==> src/hw/rtl/cofd_pkg.sv <==
// Shared types, codes and decode functions for the CANopen frame decoder.
// No dependencies; the front, queue, back and top modules refer to it by scoped names.
`timescale 1ns / 1ps
`default_nettype none

package cofd_pkg;

  localparam int unsigned MaxFieldsW     = 3;
  localparam int unsigned MaxResults     = 4;
  localparam int unsigned QueueDepthDef  = 2;
  localparam logic [2:0]  MaxFieldsReset = 3'd4;
  localparam logic [2:0]  MaxFieldsCap   = 3'd4;
  localparam logic [3:0]  MaxLength      = 4'd8;

  localparam logic [10:0] LssIdMaster = 11'h7E4;
  localparam logic [10:0] LssIdSlave  = 11'h7E5;
  localparam logic [7:0]  SdoAbortCs  = 8'h80;

  typedef enum logic [4:0] {
    ClsInvalid = 5'd0,
    ClsNmt     = 5'd1,
    ClsSync    = 5'd2,
    ClsEmcy    = 5'd3,
    ClsTime    = 5'd4,
    ClsLss     = 5'd5,
    ClsTpdo1   = 5'd6,
    ClsRpdo1   = 5'd7,
    ClsTpdo2   = 5'd8,
    ClsRpdo2   = 5'd9,
    ClsTpdo3   = 5'd10,
    ClsRpdo3   = 5'd11,
    ClsTpdo4   = 5'd12,
    ClsRpdo4   = 5'd13,
    ClsSdoTx   = 5'd14,
    ClsSdoRx   = 5'd15,
    ClsHbeat   = 5'd16
  } class_e;

  typedef enum logic [3:0] {
    KindNone    = 4'd0,
    KindCommand = 4'd1,
    KindTarget  = 4'd2,
    KindCounter = 4'd3,
    KindErrCode = 4'd4,
    KindErrReg  = 4'd5,
    KindState   = 4'd6,
    KindCs      = 4'd7,
    KindIndex   = 4'd8,
    KindSub     = 4'd9,
    KindAbort   = 4'd10
  } kind_e;

  typedef enum logic [4:0] {
    LblNone         = 5'd0,
    LblStart        = 5'd1,
    LblStop         = 5'd2,
    LblPreOpCmd     = 5'd3,
    LblResetNode    = 5'd4,
    LblResetComm    = 5'd5,
    LblBootUp       = 5'd6,
    LblStopped      = 5'd7,
    LblOperational  = 5'd8,
    LblPreOpState   = 5'd9,
    LblDnSeg        = 5'd10,
    LblDnInit       = 5'd11,
    LblUpInit       = 5'd12,
    LblUpSeg        = 5'd13,
    LblAbort        = 5'd14,
    LblBlkUp        = 5'd15,
    LblBlkDn        = 5'd16,
    LblUpSegResp    = 5'd17,
    LblDnSegResp    = 5'd18,
    LblUpInitResp   = 5'd19,
    LblDnInitResp   = 5'd20,
    LblBlkDnResp    = 5'd21,
    LblBlkUpResp    = 5'd22
  } label_e;

  // One classified frame with its field list, as held in the queue.
  typedef struct packed {
    class_e                 cls;
    logic [6:0]             node;
    logic [2:0]             count;   // fields to emit, 0 means a single none result
    logic [3:0][3:0]        kind;
    logic [3:0][4:0]        label;
    logic [3:0][31:0]       value;
  } rec_t;

  function automatic class_e classify(input logic [28:0] id, input logic ext);
    logic [3:0] fc;
    logic [6:0] node;
    class_e     cls;
    fc   = id[10:7];
    node = id[6:0];
    if (ext || (id[28:11] != 18'd0)) begin
      cls = ClsInvalid;
    end else if (fc == 4'd0) begin
      cls = (node == 7'd0) ? ClsNmt : ClsInvalid;
    end else if (fc == 4'd1) begin
      cls = (node == 7'd0) ? ClsSync : ClsEmcy;
    end else if (fc == 4'd2) begin
      cls = (node == 7'd0) ? ClsTime : ClsInvalid;
    end else if ((id[10:0] == LssIdMaster) || (id[10:0] == LssIdSlave)) begin
      cls = ClsLss;
    end else if (node == 7'd0) begin
      cls = ClsInvalid;
    end else if ((fc >= 4'd3) && (fc <= 4'd12)) begin
      cls = class_e'({1'b0, fc} + 5'd3);
    end else if (fc == 4'd14) begin
      cls = ClsHbeat;
    end else begin
      cls = ClsInvalid;
    end
    return cls;
  endfunction

  function automatic label_e nmt_cmd_label(input logic [7:0] b);
    label_e l;
    unique case (b)
      8'h01:   l = LblStart;
      8'h02:   l = LblStop;
      8'h80:   l = LblPreOpCmd;
      8'h81:   l = LblResetNode;
      8'h82:   l = LblResetComm;
      default: l = LblNone;
    endcase
    return l;
  endfunction

  // Bit 7 is the toggle bit and takes no part in the state.
  function automatic label_e nmt_state_label(input logic [7:0] b);
    label_e l;
    unique case (b[6:0])
      7'h00:   l = LblBootUp;
      7'h04:   l = LblStopped;
      7'h05:   l = LblOperational;
      7'h7F:   l = LblPreOpState;
      default: l = LblNone;
    endcase
    return l;
  endfunction

  function automatic label_e sdo_label(input logic [7:0] b, input logic server);
    label_e l;
    if (server) begin
      unique case (b[7:5])
        3'd0:    l = LblUpSegResp;
        3'd1:    l = LblDnSegResp;
        3'd2:    l = LblUpInitResp;
        3'd3:    l = LblDnInitResp;
        3'd4:    l = LblAbort;
        3'd5:    l = LblBlkDnResp;
        3'd6:    l = LblBlkUpResp;
        default: l = LblNone;
      endcase
    end else begin
      unique case (b[7:5])
        3'd0:    l = LblDnSeg;
        3'd1:    l = LblDnInit;
        3'd2:    l = LblUpInit;
        3'd3:    l = LblUpSeg;
        3'd4:    l = LblAbort;
        3'd5:    l = LblBlkUp;
        3'd6:    l = LblBlkDn;
        default: l = LblNone;
      endcase
    end
    return l;
  endfunction

endpackage

`default_nettype wire

==> src/hw/rtl/cofd_frame_if.sv <==
// Input channel carrying one CAN frame per beat.
// Depends on nothing.
`timescale 1ns / 1ps
`default_nettype none

interface cofd_frame_if;
  logic        valid;
  logic        ready;
  logic [28:0] cob_id;
  logic        extended;
  logic [3:0]  length;
  logic [63:0] payload;

  modport source (output valid, cob_id, extended, length, payload, input ready);
  modport sink   (input valid, cob_id, extended, length, payload, output ready);
endinterface

`default_nettype wire

==> src/hw/rtl/cofd_field_if.sv <==
// Output channel carrying one decoded field result per beat.
// Depends on nothing.
`timescale 1ns / 1ps
`default_nettype none

interface cofd_field_if;
  logic        valid;
  logic        ready;
  logic [4:0]  frame_class;
  logic [6:0]  node_number;
  logic [3:0]  field_kind;
  logic [4:0]  label_code;
  logic [31:0] field_value;
  logic        last_field;

  modport source (output valid, frame_class, node_number, field_kind, label_code,
                  field_value, last_field, input ready);
  modport sink   (input valid, frame_class, node_number, field_kind, label_code,
                  field_value, last_field, output ready);
endinterface

`default_nettype wire

==> src/hw/rtl/cofd_front.sv <==
// Front end: accepts frames, classifies them and builds the field list.
// Depends on cofd_pkg and cofd_frame_if.
`timescale 1ns / 1ps
`default_nettype none

module cofd_front (
  input  wire logic                 clk_i,
  input  wire logic                 rst_ni,
  input  wire logic                 cfg_we_i,
  input  wire logic [2:0]           cfg_wdata_i,
  cofd_frame_if.sink                frame_i,
  input  wire logic                 q_full_i,
  output      logic                 push_o,
  output      cofd_pkg::rec_t       rec_o
);

  logic [2:0]         max_fields_q;
  logic [2:0]         cap;
  logic [2:0]         n_c;
  logic [3:0]         len_c;
  logic [7:0]         b0, b1, b2, b3;
  cofd_pkg::class_e   cls_c;

  always_ff @(posedge clk_i or negedge rst_ni) begin
    if (!rst_ni) begin
      max_fields_q <= cofd_pkg::MaxFieldsReset;
    end else if (cfg_we_i) begin
      max_fields_q <= cfg_wdata_i;
    end
  end

  assign frame_i.ready = !q_full_i;
  assign push_o        = frame_i.valid && !q_full_i;

  assign b0 = frame_i.payload[7:0];
  assign b1 = frame_i.payload[15:8];
  assign b2 = frame_i.payload[23:16];
  assign b3 = frame_i.payload[31:24];

  always_comb begin
    len_c = (frame_i.length > cofd_pkg::MaxLength) ? cofd_pkg::MaxLength : frame_i.length;
    cls_c = cofd_pkg::classify(frame_i.cob_id, frame_i.extended);
    cap   = (max_fields_q > cofd_pkg::MaxFieldsCap) ? cofd_pkg::MaxFieldsCap : max_fields_q;

    rec_o       = '0;
    rec_o.cls   = cls_c;
    rec_o.node  = frame_i.cob_id[6:0];
    n_c         = 3'd0;

    unique case (cls_c)
      cofd_pkg::ClsNmt: begin
        if (len_c >= 4'd2) begin
          rec_o.kind[0]  = cofd_pkg::KindCommand;
          rec_o.label[0] = cofd_pkg::nmt_cmd_label(b0);
          rec_o.value[0] = {24'd0, b0};
          rec_o.kind[1]  = cofd_pkg::KindTarget;
          rec_o.value[1] = {24'd0, b1};
          n_c            = 3'd2;
        end
      end
      cofd_pkg::ClsSync: begin
        if (len_c >= 4'd1) begin
          rec_o.kind[0]  = cofd_pkg::KindCounter;
          rec_o.value[0] = {24'd0, b0};
          n_c            = 3'd1;
        end
      end
      cofd_pkg::ClsEmcy: begin
        if (len_c >= 4'd3) begin
          rec_o.kind[0]  = cofd_pkg::KindErrCode;
          rec_o.value[0] = {16'd0, b1, b0};
          rec_o.kind[1]  = cofd_pkg::KindErrReg;
          rec_o.value[1] = {24'd0, b2};
          n_c            = 3'd2;
        end
      end
      cofd_pkg::ClsHbeat: begin
        if (len_c >= 4'd1) begin
          rec_o.kind[0]  = cofd_pkg::KindState;
          rec_o.label[0] = cofd_pkg::nmt_state_label(b0);
          rec_o.value[0] = {24'd0, b0};
          n_c            = 3'd1;
        end
      end
      cofd_pkg::ClsSdoTx, cofd_pkg::ClsSdoRx: begin
        if (len_c >= 4'd4) begin
          rec_o.kind[0]  = cofd_pkg::KindCs;
          rec_o.label[0] = cofd_pkg::sdo_label(b0, cls_c == cofd_pkg::ClsSdoTx);
          rec_o.value[0] = {24'd0, b0};
          rec_o.kind[1]  = cofd_pkg::KindIndex;
          rec_o.value[1] = {16'd0, b2, b1};
          rec_o.kind[2]  = cofd_pkg::KindSub;
          rec_o.value[2] = {24'd0, b3};
          n_c            = 3'd3;
          if ((b0 == cofd_pkg::SdoAbortCs) && (len_c >= 4'd8)) begin
            rec_o.kind[3]  = cofd_pkg::KindAbort;
            rec_o.value[3] = frame_i.payload[63:32];
            n_c            = 3'd4;
          end
        end
      end
      default: begin
        n_c = 3'd0;
      end
    endcase

    rec_o.count = (n_c < cap) ? n_c : cap;
  end

endmodule

`default_nettype wire

==> src/hw/rtl/cofd_queue.sv <==
// Short queue of classified frames between front end and back end.
// Depends on cofd_pkg.
`timescale 1ns / 1ps
`default_nettype none

module cofd_queue #(
  parameter int unsigned Depth = cofd_pkg::QueueDepthDef
) (
  input  wire logic             clk_i,
  input  wire logic             rst_ni,
  input  wire logic             push_i,
  input  wire cofd_pkg::rec_t   rec_i,
  output      logic             full_o,
  input  wire logic             pop_i,
  output      logic             valid_o,
  output      cofd_pkg::rec_t   rec_o
);

  localparam int unsigned PtrW = (Depth > 1) ? $clog2(Depth) : 1;
  localparam int unsigned CntW = $clog2(Depth + 1);
  localparam logic [PtrW-1:0] LastPtr = PtrW'(Depth - 1);
  localparam logic [CntW-1:0] FullCnt = CntW'(Depth);

  cofd_pkg::rec_t  entry_q [Depth];
  logic [PtrW-1:0] wr_ptr_q, wr_ptr_d;
  logic [PtrW-1:0] rd_ptr_q, rd_ptr_d;
  logic [CntW-1:0] cnt_q, cnt_d;
  logic            do_push, do_pop;

  assign full_o  = (cnt_q == FullCnt);
  assign valid_o = (cnt_q != '0);
  assign rec_o   = entry_q[rd_ptr_q];
  assign do_push = push_i && !full_o;
  assign do_pop  = pop_i && valid_o;

  always_comb begin
    wr_ptr_d = wr_ptr_q;
    rd_ptr_d = rd_ptr_q;
    cnt_d    = cnt_q;
    if (do_push) begin
      wr_ptr_d = (wr_ptr_q == LastPtr) ? '0 : wr_ptr_q + 1'b1;
    end
    if (do_pop) begin
      rd_ptr_d = (rd_ptr_q == LastPtr) ? '0 : rd_ptr_q + 1'b1;
    end
    if (do_push && !do_pop) begin
      cnt_d = cnt_q + 1'b1;
    end else if (do_pop && !do_push) begin
      cnt_d = cnt_q - 1'b1;
    end
  end

  always_ff @(posedge clk_i or negedge rst_ni) begin
    if (!rst_ni) begin
      wr_ptr_q <= '0;
      rd_ptr_q <= '0;
      cnt_q    <= '0;
    end else begin
      wr_ptr_q <= wr_ptr_d;
      rd_ptr_q <= rd_ptr_d;
      cnt_q    <= cnt_d;
    end
  end

  always_ff @(posedge clk_i) begin
    if (do_push) begin
      entry_q[wr_ptr_q] <= rec_i;
    end
  end

endmodule

`default_nettype wire

==> src/hw/rtl/cofd_back.sv <==
// Back end: walks the field list of the head frame, one result per beat.
// Depends on cofd_pkg and cofd_field_if.
`timescale 1ns / 1ps
`default_nettype none

module cofd_back (
  input  wire logic             clk_i,
  input  wire logic             rst_ni,
  input  wire logic             q_valid_i,
  input  wire cofd_pkg::rec_t   rec_i,
  output      logic             pop_o,
  cofd_field_if.source          field_o
);

  logic        out_valid_q, out_valid_d;
  logic [1:0]  idx_q, idx_d;
  logic        load;
  logic        last_c;
  logic        none_c;

  logic [4:0]  cls_q;
  logic [6:0]  node_q;
  logic [3:0]  kind_q;
  logic [4:0]  label_q;
  logic [31:0] value_q;
  logic        last_q;

  assign load   = !out_valid_q || field_o.ready;
  assign none_c = (rec_i.count == 3'd0);
  assign last_c = none_c || (({1'b0, idx_q} + 3'd1) == rec_i.count);
  assign pop_o  = load && q_valid_i && last_c;

  always_comb begin
    out_valid_d = out_valid_q;
    idx_d       = idx_q;
    if (load) begin
      out_valid_d = q_valid_i;
      if (q_valid_i) begin
        idx_d = last_c ? 2'd0 : idx_q + 2'd1;
      end
    end
  end

  always_ff @(posedge clk_i or negedge rst_ni) begin
    if (!rst_ni) begin
      out_valid_q <= 1'b0;
      idx_q       <= 2'd0;
    end else begin
      out_valid_q <= out_valid_d;
      idx_q       <= idx_d;
    end
  end

  always_ff @(posedge clk_i) begin
    if (load && q_valid_i) begin
      cls_q   <= rec_i.cls;
      node_q  <= rec_i.node;
      kind_q  <= none_c ? 4'(cofd_pkg::KindNone) : rec_i.kind[idx_q];
      label_q <= none_c ? 5'(cofd_pkg::LblNone)  : rec_i.label[idx_q];
      value_q <= none_c ? 32'd0                  : rec_i.value[idx_q];
      last_q  <= last_c;
    end
  end

  assign field_o.valid       = out_valid_q;
  assign field_o.frame_class = cls_q;
  assign field_o.node_number = node_q;
  assign field_o.field_kind  = kind_q;
  assign field_o.label_code  = label_q;
  assign field_o.field_value = value_q;
  assign field_o.last_field  = last_q;

endmodule

`default_nettype wire

==> src/hw/rtl/canopen_frame_decoder.sv <==
// CANopen frame decoder: one frame in, one to four field results out.
// The first result of a frame passes through a queue entry and then the
// output register before its output beat.
// Throughput: one result per cycle at the output register while the output is
// ready; the frame queue lets the front keep accepting until it is full, and the
// front stalls while the queue is full, also in the cycle where it drops its head.
// Reset: max_fields returns to 4, the frame queue empties, no result is valid.
`timescale 1ns / 1ps
`default_nettype none

module canopen_frame_decoder #(
  parameter int unsigned QueueDepth = cofd_pkg::QueueDepthDef
) (
  input  wire logic        clk_i,
  input  wire logic        rst_ni,
  // max_fields register, written on any beat of the write enable
  input  wire logic        cfg_we_i,
  input  wire logic [2:0]  cfg_wdata_i,
  cofd_frame_if.sink       frame_i,
  cofd_field_if.source     field_o
);

  // Front to queue: one classified frame, pushed when the queue has room.
  logic            push;
  cofd_pkg::rec_t  front_rec;
  logic            q_full;

  // Queue to back: the head frame, dropped once its final result is loaded.
  logic            q_valid;
  cofd_pkg::rec_t  head_rec;
  logic            pop;

  // Classify the frame and build its field list in the accepting cycle.
  cofd_front u_front (
    .clk_i       (clk_i),
    .rst_ni      (rst_ni),
    .cfg_we_i    (cfg_we_i),
    .cfg_wdata_i (cfg_wdata_i),
    .frame_i     (frame_i),
    .q_full_i    (q_full),
    .push_o      (push),
    .rec_o       (front_rec)
  );

  // Hold decoded frames so that a stalled output does not stop the front.
  cofd_queue #(
    .Depth (QueueDepth)
  ) u_queue (
    .clk_i   (clk_i),
    .rst_ni  (rst_ni),
    .push_i  (push),
    .rec_i   (front_rec),
    .full_o  (q_full),
    .pop_i   (pop),
    .valid_o (q_valid),
    .rec_o   (head_rec)
  );

  // Advance through the head frame's fields into the output register.
  cofd_back u_back (
    .clk_i     (clk_i),
    .rst_ni    (rst_ni),
    .q_valid_i (q_valid),
    .rec_i     (head_rec),
    .pop_o     (pop),
    .field_o   (field_o)
  );

endmodule

`default_nettype wire
==> src/flat_wrapper.sv <==
// flat-port wrapper written by rule: the top's interface ports become plain ports
module canopen_frame_decoder_flat 
#(
  parameter int unsigned QueueDepth = cofd_pkg::QueueDepthDef
)
  (clk_i, rst_ni, cfg_we_i, cfg_wdata_i, frame_i_valid, frame_i_cob_id, frame_i_extended, frame_i_length, frame_i_payload, frame_i_ready, field_o_valid, field_o_frame_class, field_o_node_number, field_o_field_kind, field_o_label_code, field_o_field_value, field_o_last_field, field_o_ready);
  cofd_frame_if frame_i_i ();
  cofd_field_if field_o_i ();
  input  wire logic clk_i;
  input  wire logic rst_ni;
  input  wire logic cfg_we_i;
  input  wire logic [2:0] cfg_wdata_i;
  input wire logic [$bits(frame_i_i.valid)-1:0] frame_i_valid;
  input wire logic [$bits(frame_i_i.cob_id)-1:0] frame_i_cob_id;
  input wire logic [$bits(frame_i_i.extended)-1:0] frame_i_extended;
  input wire logic [$bits(frame_i_i.length)-1:0] frame_i_length;
  input wire logic [$bits(frame_i_i.payload)-1:0] frame_i_payload;
  output wire logic [$bits(frame_i_i.ready)-1:0] frame_i_ready;
  output wire logic [$bits(field_o_i.valid)-1:0] field_o_valid;
  output wire logic [$bits(field_o_i.frame_class)-1:0] field_o_frame_class;
  output wire logic [$bits(field_o_i.node_number)-1:0] field_o_node_number;
  output wire logic [$bits(field_o_i.field_kind)-1:0] field_o_field_kind;
  output wire logic [$bits(field_o_i.label_code)-1:0] field_o_label_code;
  output wire logic [$bits(field_o_i.field_value)-1:0] field_o_field_value;
  output wire logic [$bits(field_o_i.last_field)-1:0] field_o_last_field;
  input wire logic [$bits(field_o_i.ready)-1:0] field_o_ready;
  assign frame_i_i.valid = frame_i_valid;
  assign frame_i_i.cob_id = frame_i_cob_id;
  assign frame_i_i.extended = frame_i_extended;
  assign frame_i_i.length = frame_i_length;
  assign frame_i_i.payload = frame_i_payload;
  assign frame_i_ready = frame_i_i.ready;
  assign field_o_valid = field_o_i.valid;
  assign field_o_frame_class = field_o_i.frame_class;
  assign field_o_node_number = field_o_i.node_number;
  assign field_o_field_kind = field_o_i.field_kind;
  assign field_o_label_code = field_o_i.label_code;
  assign field_o_field_value = field_o_i.field_value;
  assign field_o_last_field = field_o_i.last_field;
  assign field_o_i.ready = field_o_ready;
  canopen_frame_decoder #(.QueueDepth(QueueDepth)) u_core (.clk_i(clk_i), .rst_ni(rst_ni), .cfg_we_i(cfg_we_i), .cfg_wdata_i(cfg_wdata_i), .frame_i(frame_i_i), .field_o(field_o_i));
endmodule
==> config.mk <==
export PLATFORM = sky130hd
export DESIGN_NAME = canopen_frame_decoder_flat
export DESIGN_NICKNAME = d
export VERILOG_FILES = /design/src/hw/rtl/cofd_pkg.sv /design/src/hw/rtl/cofd_frame_if.sv /design/src/hw/rtl/cofd_field_if.sv /design/src/hw/rtl/cofd_front.sv /design/src/hw/rtl/cofd_queue.sv /design/src/hw/rtl/cofd_back.sv /design/src/hw/rtl/canopen_frame_decoder.sv /design/src/flat_wrapper.sv
export SDC_FILE = /design/constraint.sdc
export NUM_CORES = 1
export LEC_CHECK = 0
export BUFFER_PORTS_ARGS = -buffer_cell sky130_fd_sc_hd__buf_2
export CAP_MARGIN = 20
export CORE_MARGIN = 8
export CORE_UTILIZATION = 30
export CTS_CLUSTER_SIZE = 40
export DETAILED_ROUTE_END_ITERATION = 8
export GPL_TIMING_DRIVEN = 0
export SYNTH_ARGS = -nofsm -noshare
export SYNTH_HDL_FRONTEND = slang
export SYNTH_HIERARCHICAL = 1
export SYNTH_SLANG_ARGS = --single-unit
==> constraint.sdc <==
create_clock -name clk_i -period 8.55 [get_ports clk_i]
set_input_delay 0 -clock clk_i [delete_from_list [all_inputs] [get_ports clk_i]]
set_output_delay 0 -clock clk_i [all_outputs]
set_load 0.05 [all_outputs]
==> results.md, run 1 <==
* Crit-path most repeated cell: sky130_fd_sc_hd__nor3_1
* Final TNS setup at 0 ns
* Die X at 268 um
* Met2 Usage GRT at 21.0%
* Post-synthesis instance area at 0.0191 mm2
* Per-cell via count in the routed design at 4.30
* Minimum period implied by the final worst setup slack at 3.82 ns
* Kind of critical path: in -> reg
* Hold violation total from the final report at 0
* Full die area at 0.0721 mm2
* Kind of start point of the critical path: input pin
* Global-route total usage across every layer at 12.2%
* Core region area at 0.0631 mm2
* CP cell instances: dlygate4sd3_1 > buf_2 > nor3_1 > nand2_1 > mux2_2 > o32ai_4 > and2_1 > clkbuf_1 > nor3b_2 > buf_4 > nor3_1 > inv_1 > ha_1 > nor3_1 > a211o_1 > mux2i_1
* Postcts setup bufs at 0
* Synthesis-to-finish area growth at 24.6%
* M1 GR Usage at 15.6%
* Final-report max-slew violation count at 0
* Final setup fails at 0
* Wire length per cell after detailed routing at 18.7 um
* Row cnt at 92
* Total non-filler cell area in the finished layout at 0.0238 mm2
* Met3 track utilization from global routing at under 10%
* Reg2reg path depth at 7
* Reg-to-reg slack, setup at 5.40 ns
* Worst-case hold slack at ~0.052 ns
* Fill cells at around 5900
* Required time at the endpoint of the critical path at roughly 8.8 ns
* CTS Buf Count at 47
* Critical Path Sink Type: register
* Type of the worst min-delay path: in -> reg
* End of the worst register-to-register path: u_core/u_back/field_o.field_kind[2]
* Commonest cells after routing, fill and taps aside: sky130_fd_sc_hd__edfxtp_1, sky130_fd_sc_hd__buf_2, sky130_fd_sc_hd__mux2_4, sky130_fd_sc_hd__buf_4, sky130_fd_sc_hd__mux2_2
* Flop and latch count out of synthesis at 422
* Drt drc at 0
* Setup repair after global routing missed its margin: no
* Detailed Route Iter0 Violations at 592
* CTS HTree Levels at 2
* Most congested layer reported by global routing: met2
* Bufs on Longest Clock Path at 3
* Leakage power at ~0.009 uW
* Cell area reported after detailed placement at 0.0215 mm2
* Number of primary I/O pins at about 160
* End of the worst hold path: u_core/u_queue/entry_q[0][176]
* Clock sink total at 422
* Remaining Overflow, GRT at 0
* Most used flip-flop cell after synthesis: sky130_fd_sc_hd__edfxtp_1
* Post-synthesis cell type count at 74
* Reg area at around 0.013 mm2
* Synth async-reset ratio at ~2.4%
* Worst slew slack as a fraction of its limit at 39.4%
* Synth warnings at 6
* Post-synth EDFFs at between 400 and 500
* Maximum single-stage delay on the critical path at 0.53 ns
* Wire length of the first global-routing pass at 66.8 mm
* Largest net degree at the start of global routing at 63
* Largest voltage drop on the vdd net at around 180 uV
* CTS tree: done
* Count of cells along the worst hold path at 5
* Highest attainable clock frequency at roughly 260 MHz
* Ratio of total power to cell area at 337 mW/mm2
* Mean instance size in the synthesized netlist at 17.4 um2
* Total via count after detailed routing at 10200
* Internal power at between 5000 and 6000 uW
* Multi-input logic area at around 0.0057 mm2
* Final net count at approximately 1600
* Later-pin clock latency in the skew report at 0.57 ns
* Worst reg2reg startpoint: u_core/u_queue/rd_ptr_q
* Slew of the pin with the lowest slew margin at 0.909 ns
* Count of antenna-violating nets left after detailed routing at 0
* Final HPWL DP at ~30 mm
* Fraction of the yosys area taken by sequential cells at 66.0%
* Most common library cell in the layout ignoring fill and taps: sky130_fd_sc_hd__edfxtp_1
* Clock tree skew after final layout at 0.0137 ns
* Worst Hold Launch: frame_i_cob_id[20]
* Number of global-route vias before repair at 11200
* Clock root cell: sky130_fd_sc_hd__clkbuf_16
* Final core utilization at 37.8%
* Register clock-pin slew on the reported worst setup and hold paths at approximately 0.060 ns
* Gp weighted congestion at 0.841
* Clock power frac at 24.2%
* Signal arrival time at the worst endpoint at between 4 and 5 ns
* Sw Share at between 30 and 40%
* Buffers on Ports at 160
* Total Routed Length at 44.2 mm
* Initial DRT Pass Iterations at 4
* Combinational share of power at 36.7%
* Fraction of layout cells with a size suffix above 1 at roughly two fifths
* Number of antenna violations at the first check in global routing at 5
* Post-synthesis instance total at 1098
* # Max-Cap Violations at 0
* Worst path slowest cell: sky130_fd_sc_hd__dlygate4sd3_1
* Outcome: complete, no violations
* Share of the clock period used by the worst path at 44.7%
* Sequential cell fraction of total power at 39.1%
* Maximum net fanout on the critical path at 10
* NetSw at 2620 uW
* Height of the die at approximately 270 um
* Initial standard-cell utilization of the core at a little under a third
[critical path: cells and delay by family]
kind	cells	cell delay [ns]
buf+inv	5	1.30
fa+ha+maj	1	0.20
compound gates	2	0.71
mux	2	0.50
simple gates	6	1.37
[cells in the mapped netlist (5+ instances only)]
| master | count | area share [%] |
|---|---|---|
| sky130_fd_sc_hd__buf_6 | 19 | 1.1 |
| sky130_fd_sc_hd__inv_1 | 14 | 0.27 |
| sky130_fd_sc_hd__edfxtp_1 | 412 | 65 |
| sky130_fd_sc_hd__mux4_2 | 41 | 4.8 |
| sky130_fd_sc_hd__nor4_1 | 11 | 0.36 |
| sky130_fd_sc_hd__a22o_1 | 9 | 0.41 |
| sky130_fd_sc_hd__dfrtp_1 | 9 | 1.2 |
| sky130_fd_sc_hd__nand3_1 | 5 | 0.13 |
| sky130_fd_sc_hd__o21ai_0 | 8 | 0.21 |
| sky130_fd_sc_hd__nor2b_1 | 42 | 1.4 |
| sky130_fd_sc_hd__mux2_4 | 100 | 7.9 |
| sky130_fd_sc_hd__clkbuf_1 | 11 | 0.22 |
| sky130_fd_sc_hd__buf_4 | 90 | 3.5 |
| sky130_fd_sc_hd__or3_1 | 5 | 0.16 |
| sky130_fd_sc_hd__nand2b_1 | 5 | 0.16 |
| sky130_fd_sc_hd__and2_1 | 67 | 2.2 |
| sky130_fd_sc_hd__buf_2 | 17 | 0.44 |
| sky130_fd_sc_hd__nor3_1 | 14 | 0.37 |
| sky130_fd_sc_hd__a21oi_1 | 8 | 0.21 |
| sky130_fd_sc_hd__xnor2_1 | 5 | 0.23 |
| sky130_fd_sc_hd__nor2_1 | 19 | 0.37 |
| sky130_fd_sc_hd__nand2_1 | 17 | 0.33 |
| sky130_fd_sc_hd__mux2_2 | 83 | 4.9 |
| sky130_fd_sc_hd__ha_1 | 12 | 0.79 |
[flip-flops by register name, indices dropped and copies added (netlist names), 2 cells and up]
signal / cells
u_core/u_front/max_fields_q: 3
u_core/u_queue/entry_q: 358
u_core/u_back/idx_q: 2
u_core/u_back/field_o.field_kind: 4
u_core/u_back/field_o.field_value: 32
u_core/u_queue/cnt_q: 2
u_core/u_back/field_o.label_code: 5
u_core/u_back/field_o.frame_class: 5
u_core/u_back/field_o.node_number: 7
[cell type report]
type / count / share of cell area, %
antenna: 3 / 0.0315
buffer: 137 / 4.26
clock buffer: 63 / 5.41
clock inverter: 22 / 0.777
inverter: 15 / 0.268
multi-input combinational: 599 / 24.0
sequential: 422 / 53.0
tap: 846 / 4.44
timing repair buffer: 256 / 7.84
[stage by stage]
stage | worst slack (ns) | total power [uW] | cells
5_1_grt | 4.52 | 8410 | 2362
3_5_place_dp | 4.46 | 6150 | 2193
2_1_floorplan | 2.64 | 5370 | 1173
6_report | 4.73 | 8020 | 2363
3_3_place_gp | -0.468 | 6170 | 2179
4_1_cts | 4.75 | 8160 | 2360
[routing by layer]
| metal | vias to the layer above | wire, um |
|---|---|---|
| met4 | 0 | 917 |
| met2 | 231 | 21900 |
| met5 | - | 0 |
| met3 | 64 | 2120 |
| li1 | 4828 | - |
| met1 | 5037 | 19300 |
[logic make-up (layout without fill, tap and decap cells)]
| logic type | Yosys count | in the layout | synth area share, % |
|---|---|---|---|
| DFF | 422 | 422 | 66.0 |
| muxes | 226 | 226 | 17.7 |
| and+or+nand+nor | 218 | 218 | 6.95 |
| buffers and inverters | 152 | 493 | 5.63 |
| AOI/OAI and AO/OA | 58 | 58 | 2.52 |
| adders and majority gates | 13 | 13 | 0.837 |
| xor gates and xnor gates | 8 | 8 | 0.366 |
| other | 1 | 79 | 0.0196 |
[how the worst max path moves through the flow]
stage | slack [ns] | end | start
6_report | 4.73 | u_core/u_queue/entry_q[0][164] | frame_i_cob_id[4]
3_3_place_gp | -0.47 | u_core/u_queue/entry_q[0][173] | u_core/u_queue/cnt_q[0]
3_5_place_dp | 4.46 | u_core/u_queue/entry_q[1][164] | frame_i_cob_id[7]
5_1_grt | 4.52 | u_core/u_queue/entry_q[0][164] | frame_i_cob_id[5]
4_1_cts | 4.75 | u_core/u_queue/entry_q[1][164] | frame_i_cob_id[4]
2_1_floorplan | 2.64 | u_core/u_queue/entry_q[0][0] | u_core/u_queue/cnt_q[0]
[what timing repair did]
action / in CTS / in global routing
hold buffers: 82 / 0
endpoints found under the hold margin: 187 / 0
resized for setup: 0 / 0
[power groups by stage]
stage / clock network, uW / registers [uW] / logic, uW
after detailed placement: 0 / 3180 / 2970
final: 1940 / 3140 / 2950
after global routing: 2080 / 3190 / 3140
after floorplan: 0 / 3690 / 1680
after global placement: 0 / 3320 / 2850
after CTS: 2010 / 3140 / 3010
No activity file was read; power rests on OpenSTA's default activity.
==> inputs of run 2 (changes only) <==
==> constraint.sdc (replaced) <==
create_clock -name clk_i -period 3.4 [get_ports clk_i]
set_input_delay 0 -clock clk_i [delete_from_list [all_inputs] [get_ports clk_i]]
set_output_delay 0 -clock clk_i [all_outputs]
set_load 0.05 [all_outputs]
==> results.md, run 2 (synthesized netlist as in run 1, its figures left out) <==
* Clock sink total at 422 (unchanged)
* Buffers on Ports at 160 (unchanged)
* Bufs on Longest Clock Path at 3 (unchanged)
* Type of the worst min-delay path: in -> reg
* Wire length per cell after detailed routing at 18.8 um (+0.52%)
* Core region area at 0.0631 mm2 (unchanged)
* Signal arrival time at the worst endpoint at 3.60 ns (-0.49 ns)
* Initial DRT Pass Iterations at 7 (+3)
* Worst Hold Launch: frame_i_cob_id[27]
* Global-route total usage across every layer at 12.1% (-0.12 points)
* Final HPWL DP at 30.4 mm (about the same)
* Gp weighted congestion at 0.818 (-2.8%)
* CTS Buf Count at 47 (unchanged)
* Detailed Route Iter0 Violations at 686 (+16%)
* Number of global-route vias before repair at 10900 (-2.2%)
* Critical Path Sink Type: register
* Commonest cells after routing, fill and taps aside: sky130_fd_sc_hd__edfxtp_1, sky130_fd_sc_hd__buf_2, sky130_fd_sc_hd__mux2_4, sky130_fd_sc_hd__buf_4, sky130_fd_sc_hd__mux2_2
* Clock root cell: sky130_fd_sc_hd__clkbuf_16
* CTS HTree Levels at 2 (unchanged)
* Slew of the pin with the lowest slew margin at 0.832 ns (-0.0771 ns)
* Kind of start point of the critical path: input pin
* Kind of critical path: in -> reg
* Drt drc at 0 (unchanged)
* Worst slew slack as a fraction of its limit at 44.2% (+4.8 points)
* Max reg flops at 358 (unchanged)
* Reg-to-reg slack, setup at 0.34 ns (-5.06 ns)
* Row cnt at 92 (unchanged)
* Final TNS setup at 0 ns (unchanged)
* Synthesis-to-finish area growth at 24.8%
* Full die area at 0.0721 mm2 (unchanged)
* Required time at the endpoint of the critical path at 3.67 ns (-5.14 ns)
* Postcts setup bufs at 0 (unchanged)
* Largest voltage drop on the vdd net at 357 uV (+94%)
* Height of the die at 268 um (unchanged)
* Highest attainable clock frequency at ~300 MHz
* Die X at 268 um (unchanged)
* Per-cell via count in the routed design at 4.41 (+2.6%)
* Count of antenna-violating nets left after detailed routing at 0 (unchanged)
* Largest Register: u_core/u_queue/entry_q
* Minimum period implied by the final worst setup slack at 3.33 ns
* Leakage power at 0.00907 uW (+0.40%)
* Register clock-pin slew on the reported worst setup and hold paths at 0.06 ns (about the same)
* Ratio of total power to cell area at 851 mW/mm2 (+150%)
* Hold violation total from the final report at 0 (unchanged)
* Initial standard-cell utilization of the core at 30.3% (unchanged)
* Total via count after detailed routing at 10400 (+2.4%)
* Final setup fails at 0 (unchanged)
* Worst setup path endpoint: u_core/u_queue/entry_q[0][164]
* Number of placed instances with taps included at 2191 (-0.091%)
* Fill cells at 5981 (+0.71%)
* Final instance count without filler cells at 2358 (-0.21%)
* Later-pin clock latency in the skew report at 0.56 ns (about the same)
* Met2 Usage GRT at 21.0% (-0.034 points)
* Number of antenna violations at the first check in global routing at 3 (-2)
* End of the worst register-to-register path: u_core/u_back/field_o.field_value[0]
* M1 GR Usage at 15.3% (-0.28 points)
* Most common library cell in the layout ignoring fill and taps: sky130_fd_sc_hd__edfxtp_1
* CP startpoint: frame_i_cob_id[4]
* Reg2reg path depth at 6 (-1)
* Outcome: complete, no violations
* Clock tree skew after final layout at 0.00802 ns (-0.00569 ns)
* Largest net degree at the start of global routing at 61 (-3.2%)
* Setup repair after global routing missed its margin: no
* Total Routed Length at 44.3 mm (+0.31%)
* Share of the clock period used by the worst path at a little over nine tenths
* Wire length of the first global-routing pass at 66.5 mm (-0.56%)
* Remaining Overflow, GRT at 0 (unchanged)
* Number of primary I/O pins at 162 (unchanged)
* Worst reg2reg startpoint: u_core/u_queue/rd_ptr_q
* Fraction of layout cells with a size suffix above 1 at 40.8% (+0.37 points)
* Most congested layer reported by global routing: met2
* CTS tree: done
* Final-report max-slew violation count at 0 (unchanged)
* Maximum net fanout on the critical path at 10 (unchanged)
* # Max-Cap Violations at 0 (unchanged)
* Final net count at 1592 (-0.25%)
* Met3 track utilization from global routing at 2.34% (-0.036 points)
run 2: worst min path at each step:
stage	endpoint	cells after the start
2_1_floorplan	u_core/u_back/field_o.valid	0
3_3_place_gp	u_core/u_front/max_fields_q[1]	1
3_5_place_dp	u_core/u_front/max_fields_q[1]	1
4_1_cts	u_core/u_queue/entry_q[0][176]	4
5_1_grt	u_core/u_queue/entry_q[1][176]	4
6_report	u_core/u_queue/entry_q[0][177]	4
run 2: cell type report:
| cell class | count | area, um2 | area share (%) |
|---|---|---|---|
| flip-flops and latches | 422 | 12600 | 52.9 |
| multi-input cells | 599 | 5750 | 24.1 |
| repair buffers | 253 | 1860 | 7.79 |
| clock buffers | 66 | 1320 | 5.53 |
| well taps | 846 | 1060 | 4.43 |
| plain buffers | 136 | 1010 | 4.24 |
| clock inverters | 19 | 185 | 0.776 |
| inverters | 15 | 63.8 | 0.267 |
| diodes | 2 | 5.00 | 0.0210 |
run 2: timing repair:
item,CTS,global route
setup endpoints to repair,6,4
pin swaps,0,0
hold buffers,80,0
hold endpoints to repair,179,0
gates resized for setup,0,1
run 2: stage by stage:
| stage | hold slack, ns | total power [uW] | worst slack [ns] | util (%) | instance area [um2] |
|---|---|---|---|---|---|
| after floorplan | -0.296 | 13400 | -0.456 | - | 19400 |
| after global placement | -0.0879 | 15400 | -2.63 | 33.7 | 21300 |
| after detailed placement | -0.0788 | 15500 | -0.875 | 34.2 | 21500 |
| after CTS | 0.00262 | 20700 | 0.141 | 37.8 | 23900 |
| after global routing | 0.0447 | 21300 | 0.00832 | 37.8 | 23900 |
| final | 0.0403 | 20300 | 0.0696 | 37.8 | 23900 |
run 2: report_power, final:
part	switching (uW)	internal, uW
combinational	4250	3220
sequential	380	7500
clock	1970	2990
total	6600	13700
run 2: per-layer routing:
layer,vias up,wire length (um)
met4,4,894
met5,-,23
met2,270,22200
met1,5238,19000
met3,73,2290
li1,4815,-
run 2: critical path, cell delays in order:
cell,delay (ns)
sky130_fd_sc_hd__buf_2,0.11
sky130_fd_sc_hd__nor3_1,0.41
sky130_fd_sc_hd__nand2_1,0.26
sky130_fd_sc_hd__mux2_2,0.36
sky130_fd_sc_hd__o32ai_4,0.41
sky130_fd_sc_hd__and2_1,0.20
sky130_fd_sc_hd__clkbuf_1,0.27
sky130_fd_sc_hd__nor3b_2,0.33
sky130_fd_sc_hd__buf_4,0.29
sky130_fd_sc_hd__nor3_2,0.12
sky130_fd_sc_hd__inv_1,0.09
sky130_fd_sc_hd__ha_1,0.19
sky130_fd_sc_hd__nor3_1,0.07
sky130_fd_sc_hd__a211o_1,0.34
sky130_fd_sc_hd__mux2i_1,0.15
